File: config.mk
export PLATFORM = sky130hd
export DESIGN_NAME = traffic_light_controller_unit
export DESIGN_NICKNAME = d
export VERILOG_FILES = /design/src/hw/rtl/tlc_pkg.sv /design/src/hw/rtl/traffic_light_controller_unit.sv /design/src/hw/rtl/tlc_state.sv /design/src/hw/rtl/tlc_seg.sv
export SDC_FILE = /design/constraint.sdc
export NUM_CORES = 1
export LEC_CHECK = 0
export BUFFER_PORTS_ARGS = -buffer_cell sky130_fd_sc_hd__clkbuf_2
export CORE_UTILIZATION = 35
export DETAILED_ROUTE_END_ITERATION = 10
export PLACE_DENSITY_LB_ADDON = 0.25
export SKIP_LAST_GASP = 1
export SLEW_MARGIN = 25
export SYNTH_ARGS = -nofsm -noshare
export SYNTH_HDL_FRONTEND = slang
export SYNTH_SLANG_ARGS = --single-unit
File: constraint.sdc
create_clock -name clk_i -period 10.72 [get_ports clk_i]
set_clock_uncertainty 0.2 [all_clocks]
set_input_delay 1.072 -clock clk_i [delete_from_list [all_inputs] [get_ports clk_i]]
set_output_delay 1.072 -clock clk_i [all_outputs]
set_load 0.05 [all_outputs]
File: src/hw/rtl/tlc_pkg.sv
// Package for the traffic light controller: lamp codes, segment codes,
// state and configuration types, and digit helper functions. No dependencies.
`timescale 1ns / 1ps

package tlc_pkg;

  // Lamp bit positions, from bit 0 up
  localparam int unsigned LampEwRed    = 0;
  localparam int unsigned LampEwYellow = 1;
  localparam int unsigned LampEwGreen  = 2;
  localparam int unsigned LampNsRed    = 3;
  localparam int unsigned LampNsYellow = 4;
  localparam int unsigned LampNsGreen  = 5;

  localparam logic [5:0] LampsPhaseA   = 6'b001100;  // ew green, ns red
  localparam logic [5:0] LampsPhaseB   = 6'b100001;  // ns green, ew red
  localparam logic [5:0] LampsAllRed   = 6'b001001;
  localparam logic [5:0] LampsEwActive = 6'b000110;  // ew green and yellow
  localparam logic [5:0] LampsNsActive = 6'b110000;  // ns green and yellow

  localparam logic [7:0] FlashSecs = 8'd3;

  localparam logic [6:0] SegF     = 7'h71;
  localparam logic [6:0] SegBlank = 7'h00;

  // Configuration register indexes
  localparam logic [2:0] CfgPhaseAFirst  = 3'd0;
  localparam logic [2:0] CfgPhaseASecond = 3'd1;
  localparam logic [2:0] CfgPhaseBFirst  = 3'd2;
  localparam logic [2:0] CfgPhaseBSecond = 3'd3;
  localparam logic [2:0] CfgTicksPerSec  = 3'd4;

  typedef struct packed {
    logic [6:0] pa_first;
    logic [6:0] pa_second;
    logic [6:0] pb_first;
    logic [6:0] pb_second;
    logic [7:0] ticks_per_sec;
  } tlc_cfg_t;

  typedef struct packed {
    logic [7:0] tick;
    logic [7:0] count_first;
    logic [7:0] count_second;
    logic       phase_b;
    logic       flash;
    logic       leaving;
    logic       disp_f;
    logic [5:0] lamps;
  } tlc_state_t;

  // Tens of an 8-bit value by reciprocal multiply, exact below 1029
  function automatic logic [4:0] div10(input logic [7:0] v);
    logic [15:0] p;
    p = {8'd0, v} * 16'd205;
    return p[15:11];
  endfunction

  // Segment code for one decimal digit; anything above nine is blank
  function automatic logic [6:0] seg_code(input logic [4:0] d);
    logic [6:0] c;
    case (d)
      5'd0: c = 7'h3f;
      5'd1: c = 7'h06;
      5'd2: c = 7'h5b;
      5'd3: c = 7'h4f;
      5'd4: c = 7'h66;
      5'd5: c = 7'h6d;
      5'd6: c = 7'h7d;
      5'd7: c = 7'h07;
      5'd8: c = 7'h7f;
      5'd9: c = 7'h6f;
      default: c = SegBlank;
    endcase
    return c;
  endfunction

endpackage

File: src/hw/rtl/traffic_light_controller_unit.sv
// Top level of the traffic light controller: handshakes, configuration
// registers, input and result registers. Depends on tlc_pkg, tlc_state, tlc_seg.
`timescale 1ns / 1ps

// Channel   | Handshake                  | Payload
// in        | in_valid_i / in_ready_o    | emergency_closed_i
// out       | out_valid_o / out_ready_i  | lamps, seg_digit_one..four
// cfg       | cfg_valid_i / cfg_ready_o  | cfg_index_i, cfg_data_i
//
// One tick per cycle sustained while the result is not stalled; a tick's result
// becomes valid once its transfer has passed the input register, then the result
// register holding lamps and counts.
// Reset loads the register defaults and phase A; there is no clearing pass.
// A stalled result holds the result register, and the input register takes a
// new tick only when empty or when its held tick moves on. Config is always ready.

module traffic_light_controller_unit (
  input  logic       clk_i,
  input  logic       rst_ni,
  input  logic       in_valid_i,
  output logic       in_ready_o,
  input  logic       emergency_closed_i,
  output logic       out_valid_o,
  input  logic       out_ready_i,
  output logic       ew_red_o,
  output logic       ew_yellow_o,
  output logic       ew_green_o,
  output logic       ns_red_o,
  output logic       ns_yellow_o,
  output logic       ns_green_o,
  output logic [6:0] seg_digit_one_o,
  output logic [6:0] seg_digit_two_o,
  output logic [6:0] seg_digit_three_o,
  output logic [6:0] seg_digit_four_o,
  input  logic       cfg_valid_i,
  output logic       cfg_ready_o,
  input  logic [2:0] cfg_index_i,
  input  logic [7:0] cfg_data_i
);
  import tlc_pkg::*;

  tlc_cfg_t   cfg_q;
  tlc_state_t nxt;
  logic       in_valid_q, emerg_q;
  logic       out_valid_q;
  logic       advance, step;
  logic [5:0] lamps_q;
  logic [7:0] count_first_q, count_second_q;
  logic       disp_f_q;

  assign cfg_ready_o = 1'b1;
  assign advance     = !out_valid_q || out_ready_i;
  assign step        = in_valid_q && advance;
  assign in_ready_o  = !in_valid_q || advance;

  // Write configuration registers
  always_ff @(posedge clk_i or negedge rst_ni) begin
    if (!rst_ni) begin
      cfg_q.pa_first      <= 7'd20;
      cfg_q.pa_second     <= 7'd23;
      cfg_q.pb_first      <= 7'd13;
      cfg_q.pb_second     <= 7'd10;
      cfg_q.ticks_per_sec <= 8'd20;
    end else if (cfg_valid_i) begin
      case (cfg_index_i)
        CfgPhaseAFirst:  cfg_q.pa_first      <= cfg_data_i[6:0];
        CfgPhaseASecond: cfg_q.pa_second     <= cfg_data_i[6:0];
        CfgPhaseBFirst:  cfg_q.pb_first      <= cfg_data_i[6:0];
        CfgPhaseBSecond: cfg_q.pb_second     <= cfg_data_i[6:0];
        CfgTicksPerSec:  cfg_q.ticks_per_sec <= cfg_data_i;
        default: ;
      endcase
    end
  end

  // Capture the tick on input transfer
  always_ff @(posedge clk_i or negedge rst_ni) begin
    if (!rst_ni) begin
      in_valid_q <= 1'b0;
    end else if (in_ready_o) begin
      in_valid_q <= in_valid_i;
    end
  end

  always_ff @(posedge clk_i) begin
    if (in_ready_o && in_valid_i) begin
      emerg_q <= emergency_closed_i;
    end
  end

  tlc_state u_state (
    .clk_i   (clk_i),
    .rst_ni  (rst_ni),
    .step_i  (step),
    .emerg_i (emerg_q),
    .cfg_i   (cfg_q),
    .nxt_o   (nxt)
  );

  // Load the result register
  always_ff @(posedge clk_i or negedge rst_ni) begin
    if (!rst_ni) begin
      out_valid_q <= 1'b0;
    end else if (advance) begin
      out_valid_q <= in_valid_q;
    end
  end

  always_ff @(posedge clk_i) begin
    if (step) begin
      lamps_q        <= nxt.lamps;
      count_first_q  <= nxt.count_first;
      count_second_q <= nxt.count_second;
      disp_f_q       <= nxt.disp_f;
    end
  end

  assign out_valid_o = out_valid_q;
  assign ew_red_o    = lamps_q[LampEwRed];
  assign ew_yellow_o = lamps_q[LampEwYellow];
  assign ew_green_o  = lamps_q[LampEwGreen];
  assign ns_red_o    = lamps_q[LampNsRed];
  assign ns_yellow_o = lamps_q[LampNsYellow];
  assign ns_green_o  = lamps_q[LampNsGreen];

  // Encode the countdown digits
  tlc_seg u_seg_second (
    .value_i  (count_second_q),
    .show_f_i (disp_f_q),
    .tens_o   (seg_digit_one_o),
    .ones_o   (seg_digit_two_o)
  );

  tlc_seg u_seg_first (
    .value_i  (count_first_q),
    .show_f_i (disp_f_q),
    .tens_o   (seg_digit_three_o),
    .ones_o   (seg_digit_four_o)
  );

endmodule

File: src/hw/rtl/tlc_state.sv
// Controller state register and per-tick update: tick counter, countdowns,
// phase, flash and lamps. Depends on tlc_pkg.
`timescale 1ns / 1ps

module tlc_state (
  input  logic               clk_i,
  input  logic               rst_ni,
  input  logic               step_i,
  input  logic               emerg_i,
  input  tlc_pkg::tlc_cfg_t  cfg_i,
  output tlc_pkg::tlc_state_t nxt_o
);
  import tlc_pkg::*;

  tlc_state_t st_q, st_d;
  logic [7:0] half;

  assign half = {1'b0, cfg_i.ticks_per_sec[7:1]};

  // Compute the state after one tick
  always_comb begin
    st_d = st_q;
    if (emerg_i) begin
      st_d.disp_f       = 1'b1;
      st_d.phase_b      = 1'b0;
      st_d.flash        = 1'b0;
      st_d.lamps        = LampsAllRed;
      st_d.count_first  = {1'b0, cfg_i.pa_first};
      st_d.count_second = {1'b0, cfg_i.pa_second};
      st_d.tick         = 8'd0;
      st_d.leaving      = 1'b1;
    end else begin
      st_d.disp_f = 1'b0;
      st_d.tick   = st_q.tick + 8'd1;
      // restart phase A on release
      if (st_q.leaving) begin
        st_d.lamps   = LampsPhaseA;
        st_d.leaving = 1'b0;
        st_d.tick    = 8'd0;
      end
      // half point: darken the flashing direction
      if (st_d.tick == half && st_d.flash) begin
        if (!st_d.phase_b && st_d.count_second <= FlashSecs) begin
          st_d.lamps = st_d.lamps & ~LampsEwActive;
        end
        if (st_d.phase_b && st_d.count_first <= FlashSecs) begin
          st_d.lamps = st_d.lamps & ~LampsNsActive;
        end
      end
      // second point: advance countdowns
      if (st_d.tick == cfg_i.ticks_per_sec) begin
        st_d.tick         = 8'd0;
        st_d.count_first  = st_d.count_first - 8'd1;
        st_d.count_second = st_d.count_second - 8'd1;
        if (st_d.flash) begin
          if (!st_d.phase_b && st_d.count_second <= FlashSecs) begin
            st_d.lamps[LampEwGreen]  = 1'b0;
            st_d.lamps[LampEwYellow] = 1'b1;
          end
          if (st_d.phase_b && st_d.count_first <= FlashSecs) begin
            st_d.lamps[LampNsGreen]  = 1'b0;
            st_d.lamps[LampNsYellow] = 1'b1;
          end
        end
        if (st_d.count_first == 8'd0 && st_d.count_second == FlashSecs) begin
          st_d.count_first = FlashSecs;
          st_d.flash       = 1'b1;
        end
        if (st_d.count_first == FlashSecs && st_d.count_second == 8'd0) begin
          st_d.count_second = FlashSecs;
          st_d.flash        = 1'b1;
        end
        // both done: change phase
        if (st_d.count_first == 8'd0 && st_d.count_second == 8'd0) begin
          st_d.flash = 1'b0;
          if (!st_d.phase_b) begin
            st_d.phase_b      = 1'b1;
            st_d.lamps        = LampsPhaseB;
            st_d.count_first  = {1'b0, cfg_i.pb_first};
            st_d.count_second = {1'b0, cfg_i.pb_second};
          end else begin
            st_d.phase_b      = 1'b0;
            st_d.lamps        = LampsPhaseA;
            st_d.count_first  = {1'b0, cfg_i.pa_first};
            st_d.count_second = {1'b0, cfg_i.pa_second};
          end
        end
      end
    end
  end

  // Hold state; advance on each processed tick
  always_ff @(posedge clk_i or negedge rst_ni) begin
    if (!rst_ni) begin
      st_q.tick         <= 8'd0;
      st_q.count_first  <= 8'd20;
      st_q.count_second <= 8'd23;
      st_q.phase_b      <= 1'b0;
      st_q.flash        <= 1'b0;
      st_q.leaving      <= 1'b0;
      st_q.disp_f       <= 1'b0;
      st_q.lamps        <= LampsPhaseA;
    end else if (step_i) begin
      st_q <= st_d;
    end
  end

  assign nxt_o = st_d;

endmodule

File: src/hw/rtl/tlc_seg.sv
// Two-digit seven-segment encoder for one countdown, with the F override.
// Depends on tlc_pkg.
`timescale 1ns / 1ps

module tlc_seg (
  input  logic [7:0] value_i,
  input  logic       show_f_i,
  output logic [6:0] tens_o,
  output logic [6:0] ones_o
);
  import tlc_pkg::*;

  logic [4:0] tens;
  logic [7:0] tens_x10;
  logic [7:0] ones;

  // Split into digits
  assign tens     = div10(value_i);
  assign tens_x10 = {3'd0, tens} * 8'd10;
  assign ones     = value_i - tens_x10;

  // Encode, override with F
  assign tens_o = show_f_i ? SegF : seg_code(tens);
  assign ones_o = show_f_i ? SegF : seg_code(ones[4:0]);

endmodule

==> results of run 1 <==
[cells in the mapped netlist (16+ instances only)]
cell type / count / area [um^2]
ha_1: 122 / 1530
a21oi_1: 42 / 210
nand2_1: 74 / 278
fa_1: 22 / 440
o21ai_0: 55 / 275
mux2_2: 45 / 507
nand3_1: 19 / 95.1
nor3_1: 31 / 155
dfstp_2: 21 / 552
dfrtp_1: 50 / 1250
inv_1: 86 / 323
nor2_1: 46 / 173
edfxtp_1: 24 / 721
xnor2_1: 16 / 140
clkbuf_1: 31 / 116
xor2_1: 24 / 210
[critical path, delay by kind of cell, from the launching register on]
kind            cells  cell delay [ns]
xor+xnor            2             0.88
fa+ha+maj           7             2.47
flops               1             0.52
simple gates        2             0.52
compound gates      4             1.07
buf+inv             5             0.64
[metal layers]
metal / vias up / wire length (um)
met1: 3173 / 10000
li1: 3430 / -
met3: 13 / 675
met4: 0 / 239
met2: 129 / 9190
met5: - / 0
[cell families after synthesis]
family / after synthesis
compound gates: 214
buf+inv: 129
xor+xnor: 41
fa+ha+maj: 144
mux: 60
other cells: 1
simple gates: 252
flops: 95
[stage by stage]
step | cell area [um^2] | instances | hold slack (ns)
2_1_floorplan | 8830 | 936 | 0.240
3_3_place_gp | 9350 | 1278 | 0.254
3_5_place_dp | 9360 | 1278 | 0.270
4_1_cts | 9650 | 1294 | 0.285
5_1_grt | 9660 | 1294 | 0.310
6_report | 9660 | 1294 | 0.278
[worst paths after layout]
check	start	endpoint	slack (ns)	cells after the start
worst max-delay path	count_second_q[0]	seg_digit_two_o[3]	3.01	20
worst min-delay path	u_state.st_q[5]	u_state.st_q[5]	0.28	2
worst max register to register	u_state.st_q[26]	u_state.st_q[5]	6.49	9
worst min register to register	u_state.st_q[5]	u_state.st_q[5]	0.28	2
max in group asynchronous	rst_ni	u_state.st_q[9]	9.31	1
min in group asynchronous	rst_ni	cfg_q[21]	0.55	1
[sequential cells by signal, indices dropped and copies added, names as in the netlist]
register,cells
emerg_q,1
cfg_q,36
out_valid_o,1
lamps_q,6
count_second_q,8
in_valid_q,1
u_state.st_q,33
count_first_q,8
disp_f_q,1
[area by class of cell]
class	count	area [um^2]	area share [%]
Clock inverter	1	30.0	0.311
Clock buffer	15	258	2.67
Inverter	87	327	3.38
Tap cell	324	405	4.20
Sequential cell	95	2520	26.1
Multi-Input combinational cell	712	5790	59.9
Timing Repair Buffer	60	327	3.38
==> results.toml, run 1 <==
[yosys]
synth_cells = 936
synth_adder_area_share_pct = 22.3
synth_top_family_by_area = "adder cells"
syn_area_per_cell_um2 = 9.43
yosys.cell_types.count = 93
muxShareOfSynthArea_pct = 7.50
synth-xor-area-share_pct = 4.22
yosys_warnings = 0
synth_edf_count = 24
ys_async_sr_fraction_pct = 74.7
syn_area_um2 = 8830
synth_seq_area_share_pct = 28.6
syn_nets = 1097
synth-main-ff-cell = "dfrtp_1"
synth_compound_area_share_pct = 16.7
ys_seq_elements = 95
yosys.area_share.simple_pct = 14.6

[setup_path]
end_kind = "output port"
cp_max_fo = 7
critical_path_class = "reg2out"
critPathMaxStageDelay_ns = 0.55
cp-start-kind = "flip-flop"
crit_top_cell = "ha_1"
cp.arrival_ns = 6.44
slowest_stage = "fa_1"
cp_cell_sequence = "ha_1 > ha_1 > inv_1 > fa_1 > inv_1 > fa_1 > ha_1 > or3_1 > a221oi_1 > o21ai_0 > xnor2_1 > inv_1 > ha_1 > inv_1 > ha_1 > xor2_1 > a21boi_0 > a21oi_1 > nor3_1 > clkbuf_2"
required_ns = 9.45

[cts]
htreeDepth = 3
cts_setup_buffers = 0
cts.clk_slew.worst_paths_ns = 0.06
cts_tree = "yes"
postCtsHoldBufs = 0
clock_path_buffers = 2
clock-sinks = 95
cts-resized-gates = 0
cts-root-buf = "clkbuf_16"
cts_buffers = 9
clk_latency_ns = 0.35

[timing]
finalHoldViolCount = 0
relSlewSlack_pct = 39.9
tightest_slew_ns = 0.896
setup_slack_ns = 3.01
setup_viol = 0
finalSetupTns_ns = 0
fmax_mhz = 130
rsz0062_at_grt = "false"
slew_viol_final = 0
min_period_ns = 7.71
finalCritPeriodShare_pct = 72.0

[die]
num_rows = 57
chipHeight_um = 161
ios = 54
start_util_pct = 36.0
die_area_um2 = 25900
fp.dieW_um = 161
core-area_um2 = 24500

[run_status]
outcome = "finished clean"

[detailed_routing]
dr.first_iter.drc_count = 340
wl_per_cell_um = 15.6
dr_total_vias = 6745
totalWireLength_um = 20100
antenna_left = 0
drc = 0
drtPass1Iterations = 5
avgViaCountPerCell = 5.21

[layout]
n_fill_cell = 2499
mostFrequentLayoutCell = "ha_1"
n_antenna_cell = 0
area_growth_pct = 9.35
drive_gt1_share_pct = 17.0
most-common-layout-cells = "122 x ha_1, 86 x inv_1, 74 x nand2_1"
nets = 1126
final_core_util_pct = 39.4

[global_route]
grtUsageMet3_pct = 1.70
met2_usage_pct = 26.8
grt_usage_pct = 16.2
grt_start_max_net_pins = 72
grt_pass1_vias = 6596
antenna_found_initial = 0
grt_pass1_wl_um = 33900
grt_overflow_total = 0
grt-busiest-layer = "met2"
grtUsageMet1_pct = 22.4

[placement]
io_buffers = 52
hpwl_um = 15500
post-place-ws_ns = 3.38
place.gp.congestion = 0.824

[run]
drv_cap = 0

[min_path]
hp-class = "reg2reg"
Power of run 1 is left out: the tool's default activity adds up to more than one toggle a clock period on the data nets, which glitch-free logic cannot reach.
==> run 2, diff against run 1 <==
ABC_AREA = 1   (was default)
clock period = 7.5 ns   (was 10.72 ns; I/O delays follow)
==> results.toml, run 2 <==
[detailed_routing]
drc = 0
dr.first_iter.drc_count = 485
wl_met3_um = 562
antenna_left = 0
highest_layer = "met4"
drtPass1Iterations = 5
totalWireLength_um = 18800
dr_total_vias = 6943
wl_per_cell_um = 13.0
avgViaCountPerCell = 4.78
met1_length_um = 9680
wl_met2_um = 8280

[cts]
postCtsHoldBufs = 0
clock_path_buffers = 2
cts_buffers = 9
cts_tree = "yes"
htreeDepth = 3
clock-sinks = 95
cts-root-buf = "clkbuf_16"
cts.clk_slew.worst_paths_ns = 0.07
clk_latency_ns = 0.35

[setup_path]
critPathMaxStageDelay_ns = 0.54
cp_top_family = "adder cells"
cp.arrival_ns = 6.14
cp_max_fo = 7
cp.depth = 26
cp-start-kind = "flip-flop"
end_kind = "output port"
slowest_stage = "fa_1"
cp_num_buf_inv = 5
crit_top_cell = "ha_1"
crit_path_start = "count_second_q[0]"
critical_path_class = "reg2out"
required_ns = 6.55
rr_worst_depth = 14
r2r_start = "u_state.st_q[7]"

[run_status]
outcome = "finished clean"

[timing]
finalHoldViolCount = 0
relSlewSlack_pct = 36.6
min_period_ns = 7.09
finalCritPeriodShare_pct = 94.6
fmax_mhz = 141
setup_viol = 0
tightest_slew_ns = 0.945
slew_viol_final = 0

[die]
ios = 54
start_util_pct = 35.6
die_area_um2 = 24500
num_rows = 56
chipHeight_um = 157
core-area_um2 = 23500
fp.dieW_um = 157

[yosys]
syn_area_um2 = 8360
synth-main-ff-cell = "dfrtp_1"
syn_nets = 1238
yosys_warnings = 0
synth_area_leaders = "ha_1 18%, dfrtp_1 15%, nand2_1 13%, edfxtp_1 8.6%, dfstp_2 6.6%"
yosysMostFrequentCell = "nand2_1"
synth_commonest_cells = "296 x nand2_1, 141 x inv_1, 122 x ha_1"
yosys.cell_types.count = 48
synth_edf_count = 24
ys_seq_elements = 95
syn_area_per_cell_um2 = 7.77
ys_async_sr_fraction_pct = 74.7
synth_top_cell_area_share_pct = 18.2
yosys.area.top_type = "ha_1"
synth_seq_area_share_pct = 30.2
synth_cells = 1077

[placement]
io_buffers = 52
hpwl_um = 14700
place.gp.congestion = 0.882

[run]
drv_cap = 0

[layout]
most-common-layout-cells = "295 x nand2_1, 140 x inv_1, 121 x ha_1"
area_growth_pct = 11.7
drive_gt1_share_pct = 12.6
final_core_util_pct = 39.8
mostFrequentLayoutCell = "nand2_1"
reg_top3 = "cfg_q (36), u_state.st_q (33)"
largest-register = "cfg_q"
largest_reg_flops = 36
nets = 1290
n_antenna_cell = 0

[global_route]
grt_pass1_vias = 6452
grt_usage_pct = 16.2
grt_overflow_total = 0
grt_pass1_wl_um = 31900
antenna_found_initial = 0
grt_start_max_net_pins = 72

[min_path]
hp-class = "reg2reg"
worstHoldPathCells = 2
hold_start = "u_state.st_q[3]"
-- run 2: cell count changes in the layout (fill, tap and decap cells not counted), sizes merged, moves of 10 or more --
cell,before,now
inv,86,149
nor3,32,9
mux2i,14,0
a21oi,42,52
nand4,7,25
nand3,20,69
o21ai,57,81
nand2,74,299
mux2,46,0
and3,11,1
nor2,48,67
-- run 2: final timing paths --
| path | end | slack, ns |
|---|---|---|
| setup / recovery | seg_digit_two_o[3] | 0.41 |
| hold / removal | u_state.st_q[3] | 0.27 |
| setup reg to reg | u_state.st_q[1] | 3.55 |
| hold reg to reg | u_state.st_q[3] | 0.27 |
| max in group asynchronous | in_valid_q | 6.17 |
| min in group asynchronous | cfg_q[25] | 0.32 |
-- run 2: layout make-up --
type / count / area (um^2)
Clock buffer: 11 / 254
Clock inverter: 5 / 55.1
Fill cell: 2420 / 14100
Inverter: 150 / 563
Multi-Input combinational cell: 809 / 5180
Sequential cell: 95 / 2520
Tap cell: 319 / 399
Timing Repair Buffer: 64 / 365
-- run 2: cells by family after synthesis --
group,count (synthesis),share of synthesized area (%)
other cells,1,0.0448
flops,95,30.2
buf+inv,173,8.14
xor+xnor,27,2.83
fa+ha+maj,144,23.5
simple gates,481,25.2
compound gates,156,10.1
-- run 2: what timing repair did --
action                                 4_1_cts  5_1_grt
endpoints found under the hold margin        0        0
gates resized for setup                      0       17
setup endpoints to repair                    0       10
buffers inserted                             0        9
-- run 2: layer usage --
metal	vias up	GRT usage, %
li1	3632	-
met1	3172	23.3
met2	122	25.6
met3	17	1.52
met4	0	5.23
met5	-	0
-- run 2: worst min-delay path, delay by kind of cell (launching register included) --
| kind | cells | cell delay, ns |
|---|---|---|
| and+or+nand+nor | 2 | 0.10 |
| DFF | 1 | 0.37 |
-- run 2: per-stage QoR --
| step | hold slack (ns) | setup TNS (ns) | setup slack, ns | std cells | cell area (um^2) |
|---|---|---|---|---|---|
| after floorplan | 0.248 | 0 | 0.605 | 1077 | 8360 |
| after global placement | 0.260 | 0 | 0.684 | 1428 | 8930 |
| after detailed placement | 0.265 | 0 | 0.561 | 1428 | 8930 |
| after CTS | 0.276 | 0 | 0.183 | 1444 | 9240 |
| after global routing | 0.303 | -0.00964 | -0.00506 | 1453 | 9340 |
| final | 0.274 | 0 | 0.408 | 1453 | 9340 |
Power of run 2 is left out for the same reason.
==> run 3, diff against run 2 <==
CORE_ASPECT_RATIO = 1.1   (was default)
==> results.toml, run 3 (synthesis results as in run 2) <==
[die]
fp.dieW_um = 149
core-area_um2 = 23100
chipHeight_um = 164
ios = 54
start_util_pct = 36.1
num_rows = 58
die_area_um2 = 24500

[timing]
setup_viol = 0
slew_viol_final = 0
tightest_slew_ns = 1.01
finalHoldViolCount = 0
finalCritPeriodShare_pct = 94.4
min_period_ns = 7.08
relSlewSlack_pct = 32.3
fmax_mhz = 141

[setup_path]
critPathMaxStageDelay_ns = 0.53
cp.depth = 26
cp.arrival_ns = 6.13
cp_top_family = "adder cells"
slowest_stage = "fa_1"
critical_path_class = "reg2out"
required_ns = 6.55
crit_top_cell = "ha_1"
rr_worst_depth = 13
cp_num_buf_inv = 5
end_kind = "output port"
cp_max_fo = 7
cp-start-kind = "flip-flop"

[global_route]
grtUsageMet1_pct = 21.4
grt_overflow_total = 0
grt_pass1_wl_um = 31500
met2_usage_pct = 27.4
grt_pass1_vias = 6624
grt_start_max_net_pins = 72
grt-busiest-layer = "met2"
grt_usage_pct = 16.0
antenna_found_initial = 0
grtUsageMet3_pct = 1.97

[detailed_routing]
avgViaCountPerCell = 4.79
wl_per_cell_um = 13.0
drtPass1Iterations = 5
drc = 0
totalWireLength_um = 18600
antenna_left = 0
dr.first_iter.drc_count = 240
dr_total_vias = 6848

[min_path]
hp-class = "in2async"

[layout]
n_antenna_cell = 0
drive_gt1_share_pct = 12.4
area_growth_pct = 11.0
nets = 1286
largest_reg_flops = 36
reg_top3 = "cfg_q (36), u_state.st_q (33)"
postLayoutCellArea_um2 = 9280
largest-register = "cfg_q"
most-common-layout-cells = "294 x nand2_1, 141 x inv_1, 122 x ha_1"
mostFrequentLayoutCell = "nand2_1"

[cts]
htreeDepth = 3
clk_latency_ns = 0.34
cts_tree = "yes"
cts_buffers = 9
clock_path_buffers = 2
cts.clk_slew.worst_paths_ns = 0.07
postCtsHoldBufs = 0
cts-root-buf = "clkbuf_16"
clock-sinks = 95

[placement]
dpl_cell_area_um2 = 8910
io_buffers = 52
hpwl_um = 14800
place.gp.congestion = 0.881

[run_status]
outcome = "finished clean"

[run]
drv_cap = 0
==> run 3: through the flow <==
| stage | setup TNS (ns) | hold slack [ns] | std cells | utilization (%) | setup WS (ns) |
|---|---|---|---|---|---|
| after floorplan | 0 | 0.248 | 1077 | - | 0.605 |
| after global placement | 0 | 0.260 | 1409 | 38.5 | 0.685 |
| after detailed placement | 0 | 0.265 | 1409 | 38.5 | 0.579 |
| after CTS | 0 | 0.276 | 1425 | 39.7 | 0.207 |
| after global routing | -0.00645 | 0.106 | 1430 | 40.1 | -0.00645 |
| final | 0 | 0.0986 | 1430 | 40.1 | 0.418 |
==> run 3: layer usage <==
metal | up-vias | part of all wire [%]
met5 | - | 0
met4 | 0 | 0.71
met3 | 8 | 2.9
met2 | 103 | 46
met1 | 3121 | 50
li1 | 3616 | -
==> run 3: path summary, 6_finish.rpt <==
check                             startpoint                  to  slack (ns)
hold / removal                        rst_ni           cfg_q[25]         0.1
max in group asynchronous             rst_ni    u_state.st_q[22]        6.39
setup reg to reg             u_state.st_q[7]     u_state.st_q[5]        4.06
setup / recovery           count_second_q[1]  seg_digit_two_o[2]        0.42
hold reg to reg              u_state.st_q[3]     u_state.st_q[3]        0.27
min in group clk_i           u_state.st_q[3]     u_state.st_q[3]        0.27
==> run 3: repair_timing <==
item	in CTS	in global routing
buffers inserted	0	4
resized for setup	0	19
endpoints found under the setup margin	0	9
==> run 3: cell type report <==
| type | count | area (um^2) |
|---|---|---|
| timing repair buffer | 60 | 355 |
| clock buffer | 11 | 233 |
| clock inverter | 5 | 57.6 |
| fill | 2404 | 13900 |
| tap | 300 | 375 |
| sequential | 95 | 2520 |
| inverter | 150 | 563 |
| multi-input combinational | 809 | 5180 |
Power of run 3 is left out for the same reason.
